===== src/rtl/sbd_pkg.sv =====
// Shared types, constants and sequencer states for the spectral beat detector.
// Used by every module in rtl/ but sbd_addsub; depends on nothing.
package sbd_pkg;

    // Field and datapath widths
    localparam int BIN_W   = 9;
    localparam int MAG_W   = 32;
    localparam int TIME_W  = 32;
    localparam int IDX_W   = 8;
    localparam int LVL_W   = 32;
    localparam int THR_W   = 12;
    localparam int LIMIT_W = 9;
    localparam int SUM_W   = 40;
    localparam int DIV_W   = 9;
    localparam int CNT_W   = 6;

    // Algorithm constants
    localparam int SPECTRUM_LEN  = 512;
    localparam int PEAK_END      = SPECTRUM_LEN / 2;
    localparam int PEAK_CMP_W    = 13;
    localparam int DEBOUNCE_MS   = 200;
    localparam int LEAK_SHIFT    = 3;
    localparam int AVG_FRAC_BITS = 8;

    // Register port
    localparam int PADDR_W = 5;
    localparam int PDATA_W = 32;

    localparam logic [2:0] REG_BASS_LOW   = 3'd0;
    localparam logic [2:0] REG_BASS_HIGH  = 3'd1;
    localparam logic [2:0] REG_MID_LOW    = 3'd2;
    localparam logic [2:0] REG_MID_HIGH   = 3'd3;
    localparam logic [2:0] REG_BASS_THR   = 3'd4;
    localparam logic [2:0] REG_MID_THR    = 3'd5;
    localparam logic [2:0] REG_BASS_MIN   = 3'd6;
    localparam logic [2:0] REG_PEAK_LIMIT = 3'd7;

    localparam logic [7:0]         RST_BASS_LOW   = 8'd1;
    localparam logic [7:0]         RST_BASS_HIGH  = 8'd2;
    localparam logic [7:0]         RST_MID_LOW    = 8'd3;
    localparam logic [7:0]         RST_MID_HIGH   = 8'd3;
    localparam logic [THR_W-1:0]   RST_BASS_THR   = 12'd358;
    localparam logic [THR_W-1:0]   RST_MID_THR    = 12'd333;
    localparam logic [31:0]        RST_BASS_MIN   = 32'd100000000;
    localparam logic [LIMIT_W-1:0] RST_PEAK_LIMIT = 9'd4;

    typedef struct packed {
        logic [BIN_W-1:0]  bin_index;
        logic [MAG_W-1:0]  magnitude;
        logic              frame_end;
        logic [TIME_W-1:0] now_ms;
    } sbd_in_t;

    typedef struct packed {
        logic             beat;
        logic [LVL_W-1:0] bass_level;
        logic [LVL_W-1:0] bass_average;
        logic [LVL_W-1:0] mid_level;
        logic [LVL_W-1:0] mid_average;
        logic [IDX_W-1:0] peak_bin;
    } sbd_out_t;

    typedef struct packed {
        logic [7:0]         bass_low_bin;
        logic [7:0]         bass_high_bin;
        logic [7:0]         mid_low_bin;
        logic [7:0]         mid_high_bin;
        logic [THR_W-1:0]   bass_threshold;
        logic [THR_W-1:0]   mid_threshold;
        logic [31:0]        bass_min_average;
        logic [LIMIT_W-1:0] peak_bin_limit;
    } sbd_cfg_t;

    typedef enum logic [4:0] {
        S_IDLE,
        S_LOAD_B,
        S_DIV_B,
        S_LOAD_M,
        S_DIV_M,
        S_LEAK_BD,
        S_LEAK_BA,
        S_LEAK_MD,
        S_LEAK_MA,
        S_MUL_B,
        S_CMP_B,
        S_MUL_M,
        S_CMP_M,
        S_MIN,
        S_DEB_D,
        S_DEB_C,
        S_FINISH
    } state_t;

endpackage


===== src/rtl/sbd_addsub.sv =====
// Shared add/subtract unit of the frame-end engine.
// Depends on nothing; width set by the top level.
module sbd_addsub #(
    parameter int W = 52
) (
    input  logic [W-1:0] a,
    input  logic [W-1:0] b,
    input  logic         sub,
    output logic [W-1:0] sum,
    output logic         carry
);

    logic [W:0] full;

    // a - b as a + ~b + 1; carry low on subtract means borrow
    assign full  = {1'b0, a} + {1'b0, b ^ {W{sub}}} + {{W{1'b0}}, sub};
    assign sum   = full[W-1:0];
    assign carry = full[W];

endmodule


===== src/rtl/sbd_regs.sv =====
// Configuration register file behind the APB-style port.
// Depends on sbd_pkg.
module sbd_regs (
    input  logic                          clk,
    input  logic                          rst_n,
    input  logic                          psel,
    input  logic                          penable,
    input  logic                          pwrite,
    input  logic [sbd_pkg::PADDR_W-1:0]   paddr,
    input  logic [sbd_pkg::PDATA_W-1:0]   pwdata,
    output logic [sbd_pkg::PDATA_W-1:0]   prdata,
    output logic                          pready,
    output sbd_pkg::sbd_cfg_t             cfg
);

    sbd_pkg::sbd_cfg_t cfg_reg;
    logic [2:0]        idx;
    logic              wr_en;

    assign idx    = paddr[sbd_pkg::PADDR_W-1:2];
    assign pready = 1'b1;
    assign wr_en  = psel && penable && pwrite;
    assign cfg    = cfg_reg;

    always_ff @(posedge clk or negedge rst_n)
    begin
        if (!rst_n)
        begin
            cfg_reg.bass_low_bin     <= sbd_pkg::RST_BASS_LOW;
            cfg_reg.bass_high_bin    <= sbd_pkg::RST_BASS_HIGH;
            cfg_reg.mid_low_bin      <= sbd_pkg::RST_MID_LOW;
            cfg_reg.mid_high_bin     <= sbd_pkg::RST_MID_HIGH;
            cfg_reg.bass_threshold   <= sbd_pkg::RST_BASS_THR;
            cfg_reg.mid_threshold    <= sbd_pkg::RST_MID_THR;
            cfg_reg.bass_min_average <= sbd_pkg::RST_BASS_MIN;
            cfg_reg.peak_bin_limit   <= sbd_pkg::RST_PEAK_LIMIT;
        end
        else if (wr_en)
        begin
            unique case (idx)
                sbd_pkg::REG_BASS_LOW:   cfg_reg.bass_low_bin     <= pwdata[7:0];
                sbd_pkg::REG_BASS_HIGH:  cfg_reg.bass_high_bin    <= pwdata[7:0];
                sbd_pkg::REG_MID_LOW:    cfg_reg.mid_low_bin      <= pwdata[7:0];
                sbd_pkg::REG_MID_HIGH:   cfg_reg.mid_high_bin     <= pwdata[7:0];
                sbd_pkg::REG_BASS_THR:
                    cfg_reg.bass_threshold <= pwdata[sbd_pkg::THR_W-1:0];
                sbd_pkg::REG_MID_THR:
                    cfg_reg.mid_threshold <= pwdata[sbd_pkg::THR_W-1:0];
                sbd_pkg::REG_BASS_MIN:   cfg_reg.bass_min_average <= pwdata;
                sbd_pkg::REG_PEAK_LIMIT:
                    cfg_reg.peak_bin_limit <= pwdata[sbd_pkg::LIMIT_W-1:0];
                default: ;
            endcase
        end
    end

    always_comb
    begin
        prdata = '0;
        unique case (idx)
            sbd_pkg::REG_BASS_LOW:   prdata = {24'd0, cfg_reg.bass_low_bin};
            sbd_pkg::REG_BASS_HIGH:  prdata = {24'd0, cfg_reg.bass_high_bin};
            sbd_pkg::REG_MID_LOW:    prdata = {24'd0, cfg_reg.mid_low_bin};
            sbd_pkg::REG_MID_HIGH:   prdata = {24'd0, cfg_reg.mid_high_bin};
            sbd_pkg::REG_BASS_THR:   prdata = {20'd0, cfg_reg.bass_threshold};
            sbd_pkg::REG_MID_THR:    prdata = {20'd0, cfg_reg.mid_threshold};
            sbd_pkg::REG_BASS_MIN:   prdata = cfg_reg.bass_min_average;
            sbd_pkg::REG_PEAK_LIMIT: prdata = {23'd0, cfg_reg.peak_bin_limit};
            default:                 prdata = '0;
        endcase
    end

endmodule


===== src/rtl/sbd_frame_acc.sv =====
// Per-frame accumulators: bass and mid band sums and the running peak bin.
// Depends on sbd_pkg.
module sbd_frame_acc (
    input  logic                        clk,
    input  logic                        rst_n,
    input  logic                        take,
    input  logic                        clear,
    input  sbd_pkg::sbd_in_t            item,
    input  sbd_pkg::sbd_cfg_t           cfg,
    output logic [sbd_pkg::SUM_W-1:0]   bass_sum,
    output logic [sbd_pkg::SUM_W-1:0]   mid_sum,
    output logic [sbd_pkg::IDX_W-1:0]   peak_index
);

    logic [sbd_pkg::SUM_W-1:0] bass_sum_reg, bass_sum_next;
    logic [sbd_pkg::SUM_W-1:0] mid_sum_reg, mid_sum_next;
    logic [sbd_pkg::MAG_W-1:0] peak_level_reg, peak_level_next;
    logic [sbd_pkg::IDX_W-1:0] peak_index_reg, peak_index_next;
    logic [sbd_pkg::SUM_W-1:0] mag_ext;
    logic                      in_bass;
    logic                      in_mid;
    logic                      in_peak;

    assign mag_ext = {{(sbd_pkg::SUM_W - sbd_pkg::MAG_W){1'b0}}, item.magnitude};
    assign in_bass = (item.bin_index >= {1'b0, cfg.bass_low_bin})
                  && (item.bin_index <= {1'b0, cfg.bass_high_bin});
    assign in_mid  = (item.bin_index >= {1'b0, cfg.mid_low_bin})
                  && (item.bin_index <= {1'b0, cfg.mid_high_bin});
    assign in_peak = (item.bin_index != '0)
                  && (sbd_pkg::PEAK_CMP_W'(item.bin_index)
                      < sbd_pkg::PEAK_CMP_W'(sbd_pkg::PEAK_END))
                  && (item.magnitude > peak_level_reg);

    always_comb
    begin
        bass_sum_next   = bass_sum_reg;
        mid_sum_next    = mid_sum_reg;
        peak_level_next = peak_level_reg;
        peak_index_next = peak_index_reg;
        if (clear)
        begin
            bass_sum_next   = '0;
            mid_sum_next    = '0;
            peak_level_next = '0;
            peak_index_next = '0;
        end
        else if (take)
        begin
            if (in_bass)
                bass_sum_next = bass_sum_reg + mag_ext;
            if (in_mid)
                mid_sum_next = mid_sum_reg + mag_ext;
            if (in_peak)
            begin
                peak_level_next = item.magnitude;
                // clamp bins past 255 for large transforms
                peak_index_next = item.bin_index[sbd_pkg::BIN_W-1] ? '1
                                : item.bin_index[sbd_pkg::IDX_W-1:0];
            end
        end
    end

    always_ff @(posedge clk or negedge rst_n)
    begin
        if (!rst_n)
        begin
            bass_sum_reg   <= '0;
            mid_sum_reg    <= '0;
            peak_level_reg <= '0;
            peak_index_reg <= '0;
        end
        else
        begin
            bass_sum_reg   <= bass_sum_next;
            mid_sum_reg    <= mid_sum_next;
            peak_level_reg <= peak_level_next;
            peak_index_reg <= peak_index_next;
        end
    end

    assign bass_sum   = bass_sum_reg;
    assign mid_sum    = mid_sum_reg;
    assign peak_index = peak_index_reg;

endmodule


===== src/rtl/spectral_beat_detector_core.sv =====
// Spectral beat detector top: register port, frame accumulators and frame-end engine.
// A bin item without frame end is taken while the engine is idle, back to back.
// A frame-end item stalls the input through two 40-step divisions, two loads,
// four leak steps, two 12-step shift-add products, four compares, one time difference and
// finish; its result item is registered at the edge that ends the stall, later if blocked.
// Reset clears sums, averages, peak, last beat time and loads the register defaults.
module spectral_beat_detector_core #(
    parameter int AVG_FRAC_BITS = sbd_pkg::AVG_FRAC_BITS
) (
    input  logic                          clk,
    input  logic                          rst_n,
    input  logic                          psel,
    input  logic                          penable,
    input  logic                          pwrite,
    input  logic [sbd_pkg::PADDR_W-1:0]   paddr,
    input  logic [sbd_pkg::PDATA_W-1:0]   pwdata,
    output logic [sbd_pkg::PDATA_W-1:0]   prdata,
    output logic                          pready,
    input  logic                          in_valid,
    output logic                          in_stall,
    input  sbd_pkg::sbd_in_t              in_item,
    output logic                          out_valid,
    input  logic                          out_stall,
    output sbd_pkg::sbd_out_t             out_item
);

    localparam int AW = sbd_pkg::LVL_W + AVG_FRAC_BITS;
    localparam int W  = AW + sbd_pkg::THR_W;

    sbd_pkg::sbd_cfg_t          cfg;
    sbd_pkg::state_t            state_reg, state_next;
    logic [sbd_pkg::SUM_W-1:0]  bass_sum;
    logic [sbd_pkg::SUM_W-1:0]  mid_sum;
    logic [sbd_pkg::IDX_W-1:0]  peak_index;
    logic                       in_take;
    logic                       acc_clear;

    logic [sbd_pkg::CNT_W-1:0]  cnt_reg, cnt_next;
    logic [sbd_pkg::DIV_W-1:0]  div_rem_reg, div_rem_next;
    logic [sbd_pkg::DIV_W-1:0]  div_d_reg, div_d_next;
    logic [sbd_pkg::SUM_W-1:0]  div_q_reg, div_q_next;
    logic [sbd_pkg::LVL_W-1:0]  bass_level_reg, bass_level_next;
    logic [sbd_pkg::LVL_W-1:0]  mid_level_reg, mid_level_next;
    logic [AW-1:0]              bass_avg_reg, bass_avg_next;
    logic [AW-1:0]              mid_avg_reg, mid_avg_next;
    logic [W-1:0]               diff_reg, diff_next;
    logic [W-1:0]               prod_reg, prod_next;
    logic [sbd_pkg::THR_W-1:0]  mul_thr_reg, mul_thr_next;
    logic                       bass_ok_reg, bass_ok_next;
    logic                       mid_ok_reg, mid_ok_next;
    logic                       min_ok_reg, min_ok_next;
    logic                       beat_reg, beat_next;
    logic [sbd_pkg::TIME_W-1:0] now_reg, now_next;
    logic [sbd_pkg::TIME_W-1:0] last_beat_reg, last_beat_next;
    logic                       out_valid_reg, out_valid_next;
    sbd_pkg::sbd_out_t          out_item_reg, out_item_next;

    logic [W-1:0]               unit_a;
    logic [W-1:0]               unit_b;
    logic                       unit_sub;
    logic [W-1:0]               unit_sum;
    logic                       unit_carry;
    logic                       unit_borrow;

    logic [sbd_pkg::DIV_W-1:0]  div_trial;
    logic [sbd_pkg::LVL_W-1:0]  div_level;
    logic                       out_free;
    logic                       peak_ok;
    logic [W-1:0]               leak_step;

    sbd_regs u_regs (
        .clk     (clk),
        .rst_n   (rst_n),
        .psel    (psel),
        .penable (penable),
        .pwrite  (pwrite),
        .paddr   (paddr),
        .pwdata  (pwdata),
        .prdata  (prdata),
        .pready  (pready),
        .cfg     (cfg)
    );

    sbd_frame_acc u_acc (
        .clk        (clk),
        .rst_n      (rst_n),
        .take       (in_take),
        .clear      (acc_clear),
        .item       (in_item),
        .cfg        (cfg),
        .bass_sum   (bass_sum),
        .mid_sum    (mid_sum),
        .peak_index (peak_index)
    );

    sbd_addsub #(.W(W)) u_alu (
        .a     (unit_a),
        .b     (unit_b),
        .sub   (unit_sub),
        .sum   (unit_sum),
        .carry (unit_carry)
    );

    assign in_stall    = (state_reg != sbd_pkg::S_IDLE);
    assign in_take     = in_valid && !in_stall;
    assign out_free    = !out_valid_reg || !out_stall;
    assign unit_borrow = unit_sub && !unit_carry;
    assign div_trial   = {div_rem_reg[sbd_pkg::DIV_W-2:0], div_q_reg[sbd_pkg::SUM_W-1]};
    // saturate quotients beyond 32 bits
    assign div_level   = (|div_q_reg[sbd_pkg::SUM_W-1:sbd_pkg::LVL_W]) ? '1
                       : div_q_reg[sbd_pkg::LVL_W-1:0];
    assign peak_ok     = ({1'b0, peak_index} < cfg.peak_bin_limit);
    // floor shift of the signed difference covers both leak directions
    assign leak_step   = W'($signed(diff_reg) >>> sbd_pkg::LEAK_SHIFT);

    // Shared unit operand select
    always_comb
    begin
        unit_a   = '0;
        unit_b   = '0;
        unit_sub = 1'b0;
        case (state_reg)
            sbd_pkg::S_DIV_B, sbd_pkg::S_DIV_M:
            begin
                unit_a   = {{(W - sbd_pkg::DIV_W){1'b0}}, div_trial};
                unit_b   = {{(W - sbd_pkg::DIV_W){1'b0}}, div_d_reg};
                unit_sub = 1'b1;
            end
            sbd_pkg::S_LEAK_BD:
            begin
                unit_a   = {{(W - sbd_pkg::LVL_W){1'b0}}, bass_level_reg} << AVG_FRAC_BITS;
                unit_b   = {{(W - AW){1'b0}}, bass_avg_reg};
                unit_sub = 1'b1;
            end
            sbd_pkg::S_LEAK_BA:
            begin
                unit_a = {{(W - AW){1'b0}}, bass_avg_reg};
                unit_b = leak_step;
            end
            sbd_pkg::S_LEAK_MD:
            begin
                unit_a   = {{(W - sbd_pkg::LVL_W){1'b0}}, mid_level_reg} << AVG_FRAC_BITS;
                unit_b   = {{(W - AW){1'b0}}, mid_avg_reg};
                unit_sub = 1'b1;
            end
            sbd_pkg::S_LEAK_MA:
            begin
                unit_a = {{(W - AW){1'b0}}, mid_avg_reg};
                unit_b = leak_step;
            end
            sbd_pkg::S_MUL_B:
            begin
                unit_a = prod_reg << 1;
                unit_b = mul_thr_reg[sbd_pkg::THR_W-1] ? {{(W - AW){1'b0}}, bass_avg_reg}
                       : '0;
            end
            sbd_pkg::S_MUL_M:
            begin
                unit_a = prod_reg << 1;
                unit_b = mul_thr_reg[sbd_pkg::THR_W-1] ? {{(W - AW){1'b0}}, mid_avg_reg}
                       : '0;
            end
            sbd_pkg::S_CMP_B:
            begin
                unit_a   = prod_reg;
                unit_b   = {{(W - sbd_pkg::LVL_W){1'b0}}, bass_level_reg}
                           << (AVG_FRAC_BITS + sbd_pkg::THR_W - 4);
                unit_sub = 1'b1;
            end
            sbd_pkg::S_CMP_M:
            begin
                unit_a   = prod_reg;
                unit_b   = {{(W - sbd_pkg::LVL_W){1'b0}}, mid_level_reg}
                           << (AVG_FRAC_BITS + sbd_pkg::THR_W - 4);
                unit_sub = 1'b1;
            end
            sbd_pkg::S_MIN:
            begin
                unit_a   = {{(W - 32){1'b0}}, cfg.bass_min_average} << AVG_FRAC_BITS;
                unit_b   = {{(W - AW){1'b0}}, bass_avg_reg};
                unit_sub = 1'b1;
            end
            sbd_pkg::S_DEB_D:
            begin
                unit_a   = {{(W - sbd_pkg::TIME_W){1'b0}}, now_reg};
                unit_b   = {{(W - sbd_pkg::TIME_W){1'b0}}, last_beat_reg};
                unit_sub = 1'b1;
            end
            sbd_pkg::S_DEB_C:
            begin
                unit_a   = W'(sbd_pkg::DEBOUNCE_MS);
                unit_b   = {{(W - sbd_pkg::TIME_W){1'b0}}, diff_reg[sbd_pkg::TIME_W-1:0]};
                unit_sub = 1'b1;
            end
            default: ;
        endcase
    end

    // Sequencer: next state and datapath register updates
    always_comb
    begin
        state_next      = state_reg;
        cnt_next        = cnt_reg;
        div_rem_next    = div_rem_reg;
        div_d_next      = div_d_reg;
        div_q_next      = div_q_reg;
        bass_level_next = bass_level_reg;
        mid_level_next  = mid_level_reg;
        bass_avg_next   = bass_avg_reg;
        mid_avg_next    = mid_avg_reg;
        diff_next       = diff_reg;
        prod_next       = prod_reg;
        mul_thr_next    = mul_thr_reg;
        bass_ok_next    = bass_ok_reg;
        mid_ok_next     = mid_ok_reg;
        min_ok_next     = min_ok_reg;
        beat_next       = beat_reg;
        now_next        = now_reg;
        last_beat_next  = last_beat_reg;
        out_valid_next  = out_valid_reg && out_stall;
        out_item_next   = out_item_reg;
        acc_clear       = 1'b0;

        unique case (state_reg)
            sbd_pkg::S_IDLE:
            begin
                if (in_take && in_item.frame_end)
                begin
                    now_next   = in_item.now_ms;
                    state_next = sbd_pkg::S_LOAD_B;
                end
            end
            sbd_pkg::S_LOAD_B:
            begin
                cnt_next     = '0;
                div_rem_next = '0;
                if (cfg.bass_high_bin < cfg.bass_low_bin)
                begin
                    div_q_next = '0;
                    div_d_next = sbd_pkg::DIV_W'(1);
                end
                else
                begin
                    div_q_next = bass_sum;
                    div_d_next = {1'b0, cfg.bass_high_bin} - {1'b0, cfg.bass_low_bin}
                               + sbd_pkg::DIV_W'(1);
                end
                state_next = sbd_pkg::S_DIV_B;
            end
            sbd_pkg::S_DIV_B, sbd_pkg::S_DIV_M:
            begin
                div_rem_next = unit_borrow ? div_trial : unit_sum[sbd_pkg::DIV_W-1:0];
                div_q_next   = {div_q_reg[sbd_pkg::SUM_W-2:0], !unit_borrow};
                cnt_next     = cnt_reg + 1'b1;
                if (cnt_reg == sbd_pkg::CNT_W'(sbd_pkg::SUM_W - 1))
                begin
                    cnt_next   = '0;
                    state_next = (state_reg == sbd_pkg::S_DIV_B) ? sbd_pkg::S_LOAD_M
                               : sbd_pkg::S_LEAK_BD;
                end
            end
            sbd_pkg::S_LOAD_M:
            begin
                bass_level_next = div_level;
                div_rem_next    = '0;
                if (cfg.mid_high_bin < cfg.mid_low_bin)
                begin
                    div_q_next = '0;
                    div_d_next = sbd_pkg::DIV_W'(1);
                end
                else
                begin
                    div_q_next = mid_sum;
                    div_d_next = {1'b0, cfg.mid_high_bin} - {1'b0, cfg.mid_low_bin}
                               + sbd_pkg::DIV_W'(1);
                end
                state_next = sbd_pkg::S_DIV_M;
            end
            sbd_pkg::S_LEAK_BD:
            begin
                mid_level_next = div_level;
                diff_next      = unit_sum;
                state_next     = sbd_pkg::S_LEAK_BA;
            end
            sbd_pkg::S_LEAK_BA:
            begin
                bass_avg_next = unit_sum[AW-1:0];
                state_next    = sbd_pkg::S_LEAK_MD;
            end
            sbd_pkg::S_LEAK_MD:
            begin
                diff_next  = unit_sum;
                state_next = sbd_pkg::S_LEAK_MA;
            end
            sbd_pkg::S_LEAK_MA:
            begin
                mid_avg_next = unit_sum[AW-1:0];
                prod_next    = '0;
                mul_thr_next = cfg.bass_threshold;
                cnt_next     = '0;
                state_next   = sbd_pkg::S_MUL_B;
            end
            sbd_pkg::S_MUL_B, sbd_pkg::S_MUL_M:
            begin
                prod_next    = unit_sum;
                mul_thr_next = mul_thr_reg << 1;
                cnt_next     = cnt_reg + 1'b1;
                if (cnt_reg == sbd_pkg::CNT_W'(sbd_pkg::THR_W - 1))
                begin
                    cnt_next   = '0;
                    state_next = (state_reg == sbd_pkg::S_MUL_B) ? sbd_pkg::S_CMP_B
                               : sbd_pkg::S_CMP_M;
                end
            end
            sbd_pkg::S_CMP_B:
            begin
                bass_ok_next = unit_borrow;
                prod_next    = '0;
                mul_thr_next = cfg.mid_threshold;
                state_next   = sbd_pkg::S_MUL_M;
            end
            sbd_pkg::S_CMP_M:
            begin
                mid_ok_next = unit_borrow;
                state_next  = sbd_pkg::S_MIN;
            end
            sbd_pkg::S_MIN:
            begin
                min_ok_next = unit_borrow;
                state_next  = sbd_pkg::S_DEB_D;
            end
            sbd_pkg::S_DEB_D:
            begin
                diff_next  = unit_sum;
                state_next = sbd_pkg::S_DEB_C;
            end
            sbd_pkg::S_DEB_C:
            begin
                beat_next  = unit_borrow && bass_ok_reg && mid_ok_reg && min_ok_reg
                          && peak_ok;
                state_next = sbd_pkg::S_FINISH;
            end
            sbd_pkg::S_FINISH:
            begin
                // hold until the output register can take the result
                if (out_free)
                begin
                    out_valid_next             = 1'b1;
                    out_item_next.beat         = beat_reg;
                    out_item_next.bass_level   = bass_level_reg;
                    out_item_next.bass_average =
                        bass_avg_reg[AVG_FRAC_BITS +: sbd_pkg::LVL_W];
                    out_item_next.mid_level    = mid_level_reg;
                    out_item_next.mid_average  =
                        mid_avg_reg[AVG_FRAC_BITS +: sbd_pkg::LVL_W];
                    out_item_next.peak_bin     = peak_index;
                    if (beat_reg)
                        last_beat_next = now_reg;
                    acc_clear  = 1'b1;
                    state_next = sbd_pkg::S_IDLE;
                end
            end
            default: state_next = sbd_pkg::S_IDLE;
        endcase
    end

    always_ff @(posedge clk or negedge rst_n)
    begin
        if (!rst_n)
        begin
            state_reg     <= sbd_pkg::S_IDLE;
            cnt_reg       <= '0;
            bass_avg_reg  <= '0;
            mid_avg_reg   <= '0;
            last_beat_reg <= '0;
            out_valid_reg <= 1'b0;
        end
        else
        begin
            state_reg     <= state_next;
            cnt_reg       <= cnt_next;
            bass_avg_reg  <= bass_avg_next;
            mid_avg_reg   <= mid_avg_next;
            last_beat_reg <= last_beat_next;
            out_valid_reg <= out_valid_next;
        end
    end

    always_ff @(posedge clk)
    begin
        div_rem_reg    <= div_rem_next;
        div_d_reg      <= div_d_next;
        div_q_reg      <= div_q_next;
        bass_level_reg <= bass_level_next;
        mid_level_reg  <= mid_level_next;
        diff_reg       <= diff_next;
        prod_reg       <= prod_next;
        mul_thr_reg    <= mul_thr_next;
        bass_ok_reg    <= bass_ok_next;
        mid_ok_reg     <= mid_ok_next;
        min_ok_reg     <= min_ok_next;
        beat_reg       <= beat_next;
        now_reg        <= now_next;
        out_item_reg   <= out_item_next;
    end

    assign out_valid = out_valid_reg;
    assign out_item  = out_item_reg;

    // A new result only comes out of the finish step
    a_out_from_finish: assert property (@(posedge clk) disable iff (!rst_n)
        $rose(out_valid_reg) |-> $past(state_reg == sbd_pkg::S_FINISH))
        else $error("result appeared outside the finish step");

    // A full, stalled output register holds the engine in its finish step
    a_finish_holds: assert property (@(posedge clk) disable iff (!rst_n)
        (state_reg == sbd_pkg::S_FINISH && out_valid_reg && out_stall)
        |=> state_reg == sbd_pkg::S_FINISH)
        else $error("engine left finish while output was blocked");

    // Bin items without frame end never start the engine
    a_bin_stays_idle: assert property (@(posedge clk) disable iff (!rst_n)
        (state_reg == sbd_pkg::S_IDLE && in_valid && !in_item.frame_end)
        |=> state_reg == sbd_pkg::S_IDLE)
        else $error("engine started on a bin item");

    // Step counter stays inside the division length
    a_div_count: assert property (@(posedge clk) disable iff (!rst_n)
        (state_reg == sbd_pkg::S_DIV_B || state_reg == sbd_pkg::S_DIV_M)
        |-> cnt_reg < sbd_pkg::CNT_W'(sbd_pkg::SUM_W))
        else $error("division step counter overran");

endmodule


===== config.mk =====
export PLATFORM = sky130hd
export DESIGN_NAME = spectral_beat_detector_core
export DESIGN_NICKNAME = d
export VERILOG_FILES = /design/src/rtl/sbd_pkg.sv /design/src/rtl/sbd_addsub.sv /design/src/rtl/sbd_regs.sv /design/src/rtl/sbd_frame_acc.sv /design/src/rtl/spectral_beat_detector_core.sv
export SDC_FILE = /design/constraint.sdc
export NUM_CORES = 2
export LEC_CHECK = 0
export BUFFER_PORTS_ARGS = -buffer_cell sky130_fd_sc_hd__buf_2
export CAP_MARGIN = 20
export CORE_MARGIN = 10
export CORE_UTILIZATION = 60
export CTS_CLUSTER_DIAMETER = 150
export CTS_CLUSTER_SIZE = 20
export DETAILED_ROUTE_END_ITERATION = 8
export PLACE_DENSITY_LB_ADDON = 0.12
export SYNTH_ARGS = -nofsm -noshare
export SYNTH_HDL_FRONTEND = slang
export SYNTH_SLANG_ARGS = --single-unit

===== constraint.sdc =====
create_clock -name clk -period 8.87 [get_ports clk]
set_clock_uncertainty 0.05 [all_clocks]
set_input_delay 0.4435 -clock clk [delete_from_list [all_inputs] [get_ports clk]]
set_output_delay 0.4435 -clock clk [all_outputs]
set_load 0.02 [all_outputs]

==> metrics.md <==
| Metric | Value |
|---|---|
| Post-synthesis async set-or-reset flop share | 45.4% |
| Vias after detailed routing | 31400 |
| Worst-path clk slew | 0.09 ns |
| CP Capture Type | flip-flop |
| Unrepaired setup endpoints after global routing | no |
| Share of layout cells above drive strength 1 | 15.0% |
| Vias in the first global route | between 30000 and 40000 |
| Area grow syn2layout | 10.2% |
| Critical Path, Cell by Cell | nor2_1 -> nand2_1 -> nor2_4 -> buf_4 -> nand2_2 -> nand2_2 -> a221oi_1 -> xnor2_1 -> fa_1 -> a21o_1 -> a221oi_1 -> or4_1 -> a21o_1 -> and2_1 -> a21oi_2 -> a31oi_1 -> o21ai_1 -> a31oi_2 -> buf_4 -> mux2_2 |
| Final setup vio count | 0 |
| Total GRT Usage | 30.3% |
| Fill cells | between 5000 and 6000 |
| CTS root buffer | clkbuf_16 |
| Fin util | roughly two thirds |
| Worst reg2reg setup slack | 1.46 ns |
| Crit-path slowest cell | dfrtp_1 |
| Syn_area_per_cell | between 10 and 15 um2 |
| CP Launch Type | flip-flop |
| Max layer used | met4 |
| DR iter-0 viols | 3744 |
| Most frequent cells in the layout | 443 x nand2_1, 410 x edfxtp_1, 312 x dfrtp_1 |
| Post-CTS Setup Bufs | 0 |
| #FFs+latches synth | 751 |
| Post-CTS resize count | 0 |
| Vias per cell | 6.45 |
| Longest Clk Path Bufs | 3 |
| Worst-margin pin slew | 1.17 ns |
| Critical path type | reg2reg |
| Largest net degree at the start of global routing | 101 |
| Fmax | around 140 MHz |
| Nets | ~4300 |
| Req. time, crit path | 9.19 ns |
| DRC | 7 |
| TritonRoute pass-1 iters | 9 |
| Failing checks | design-rule violations |
| Worst VDD drop | about 0.00025 V |
| Clk_lat worst skew | around 0.64 ns |
| Post-CTS Hold Buffers | 50 |
| Worst stage delay on the critical path | 0.63 ns |
| WL/cell | 24.7 um |
| Core area | 0.0660 mm2 |
| Max-cap violations | 0 |
| Met2 wire len | 55500 um |
| ANT cells | 0 |
| Initial Utilization | 60.8% |
| Sequential fraction of the synthesis area | 52.0% |
| Max FO, Critical Path | 40 |
| Cell variety after synth | just over 80 |
| Hpwl dp | 84000 um |
| Gpl congestion | 0.986 |
| Leakage | 19.2 nW |
| Reg area | roughly 0.021 mm2 |
| Multi-input logic area | 0.0179 mm2 |
| Port Buffers | 286 |
| H-tree depth | 2 |
| Cell Area, Synth | about 0.04 mm2 |
| CTS Buf Count | 43 |
| Die area | 0.0776 mm2 |
| Hold Worst Slack | 0.0288 ns |
| Final period util | between 80% and 90% |
| Met3 wire len | 11600 um |
| Initial antenna violation count | 0 |
| IO Pins | 290 |
| First-pass GRT wire length | 184000 um |
| Routed WL | 120000 um |
| TritonCTS clock tree | yes |
| Final hold vios | 0 |
| Max FFs per register | 137 |
| Die H | 279 um |
| DIE WIDTH | 279 um |
| Syn Inst Count | 3731 |
| Post-synth EDFFs | around 400 |
| Primary FF master, synth | edfxtp_1 |
| CP Data Arrival Time | 7.72 ns |
| Ys Warns | 0 |
| Commonest non-fill, non-tap cell in the layout | nand2_1 |
| Antenna Nets Post-Route | 0 |
| Placement row count | 94 |
| Min-Delay Path Class | in2reg |
| Max-slew violation count | 0 |
| Setup TNS | 0 ns |
| Global route overflow | 0 |
| Final min period | 7.41 ns |
| Status | finished, violations left |
| Pwr dens | 403 mW/mm2 |
| Syn Nets | 4081 |
| Met1 wire length | 48500 um |
| Max_slew headroom | 21.9% |
| Clock sinks | 751 |
[cell families (layout without fill, tap and decap cells)]
group	after synthesis	in the layout	share of synthesized area, %
other	1	1	0.00935
buffers and inverters	402	673	3.81
XOR/XNOR	170	170	3.73
flip-flops	751	751	52.0
AO/OA/AOI/OAI	1014	1014	17.2
multiplexers	154	154	4.24
AND/OR/NAND/NOR	1007	1007	11.6
adder cells (fa/ha/maj)	232	232	7.44
[path summary, 6_finish.rpt]
check                                          from  depth (start not counted)              to
worst max-delay path                   state_reg[2]                         20  div_rem_reg[0]
worst min-delay path                     pwdata[10]                          2  u_regs.cfg[63]
worst max register to register         state_reg[2]                         20  div_rem_reg[0]
worst min register to register  u_acc.peak_index[7]                          0     out_item[7]
max in group asynchronous                     rst_n                          3  u_regs.cfg[16]
min in group asynchronous                     rst_n                          2   u_regs.cfg[3]
[power by group]
group	internal, mW	switching (mW)
logic	3.37	6.08
clock network	0.945	1.17
registers	5.41	0.826
total	9.73	8.09
[metrics by stage]
step                area, um2  total power [mW]  worst slack (ns)  cells
floorplan               40100              12.8              2.90   3731
CTS                     44200              17.6              1.62   4863
global placement        42400              15.2              1.75   4733
finish                  44200              17.8              1.46   4866
global route            44200              19.0              1.18   4866
detailed placement      42400              15.5              1.65   4735
[metal layers]
metal,up-vias,track usage (%)
li1,14200,-
met4,0,10.8
met3,286,6.28
met2,1628,48.7
met1,15200,40.5
met5,-,0
[synth_stat cells, types with 82 or more instances]
cell type / number / area [um2]
a21oi_1: 191 / 956
a222oi_1: 82 / 821
a22oi_1: 104 / 781
clkbuf_1: 161 / 604
dfrtp_1: 312 / 7810
edfxtp_1: 410 / 12300
ha_1: 221 / 2770
inv_1: 205 / 769
mux2_2: 97 / 1090
nand2_1: 447 / 1680
nand3_1: 115 / 576
nor2_1: 159 / 597
o21ai_0: 267 / 1340
xnor2_1: 95 / 832
[final cells by class]
type                    instances  share of cell area [%]
well taps                     864                    2.44
clock buffers                  75                    2.75
inverters                     208                    1.78
clock inverters                 3                  0.0821
multi-input cells            2578                    40.4
flip-flops and latches        751                    47.2
repair buffers                387                    5.29
[worst max-delay path: cells and delay by family (launching register included)]
kind                     cells  cell delay (ns)
AND/OR/NAND/NOR              7             2.34
adder cells (fa/ha/maj)      1             0.50
XOR/XNOR                     1             0.22
flip-flops                   1             0.63
AO/OA/AOI/OAI                8             2.18
buffers and inverters        2             0.83
multiplexers                 1             0.36
Power figures use the tool's default switching activity.
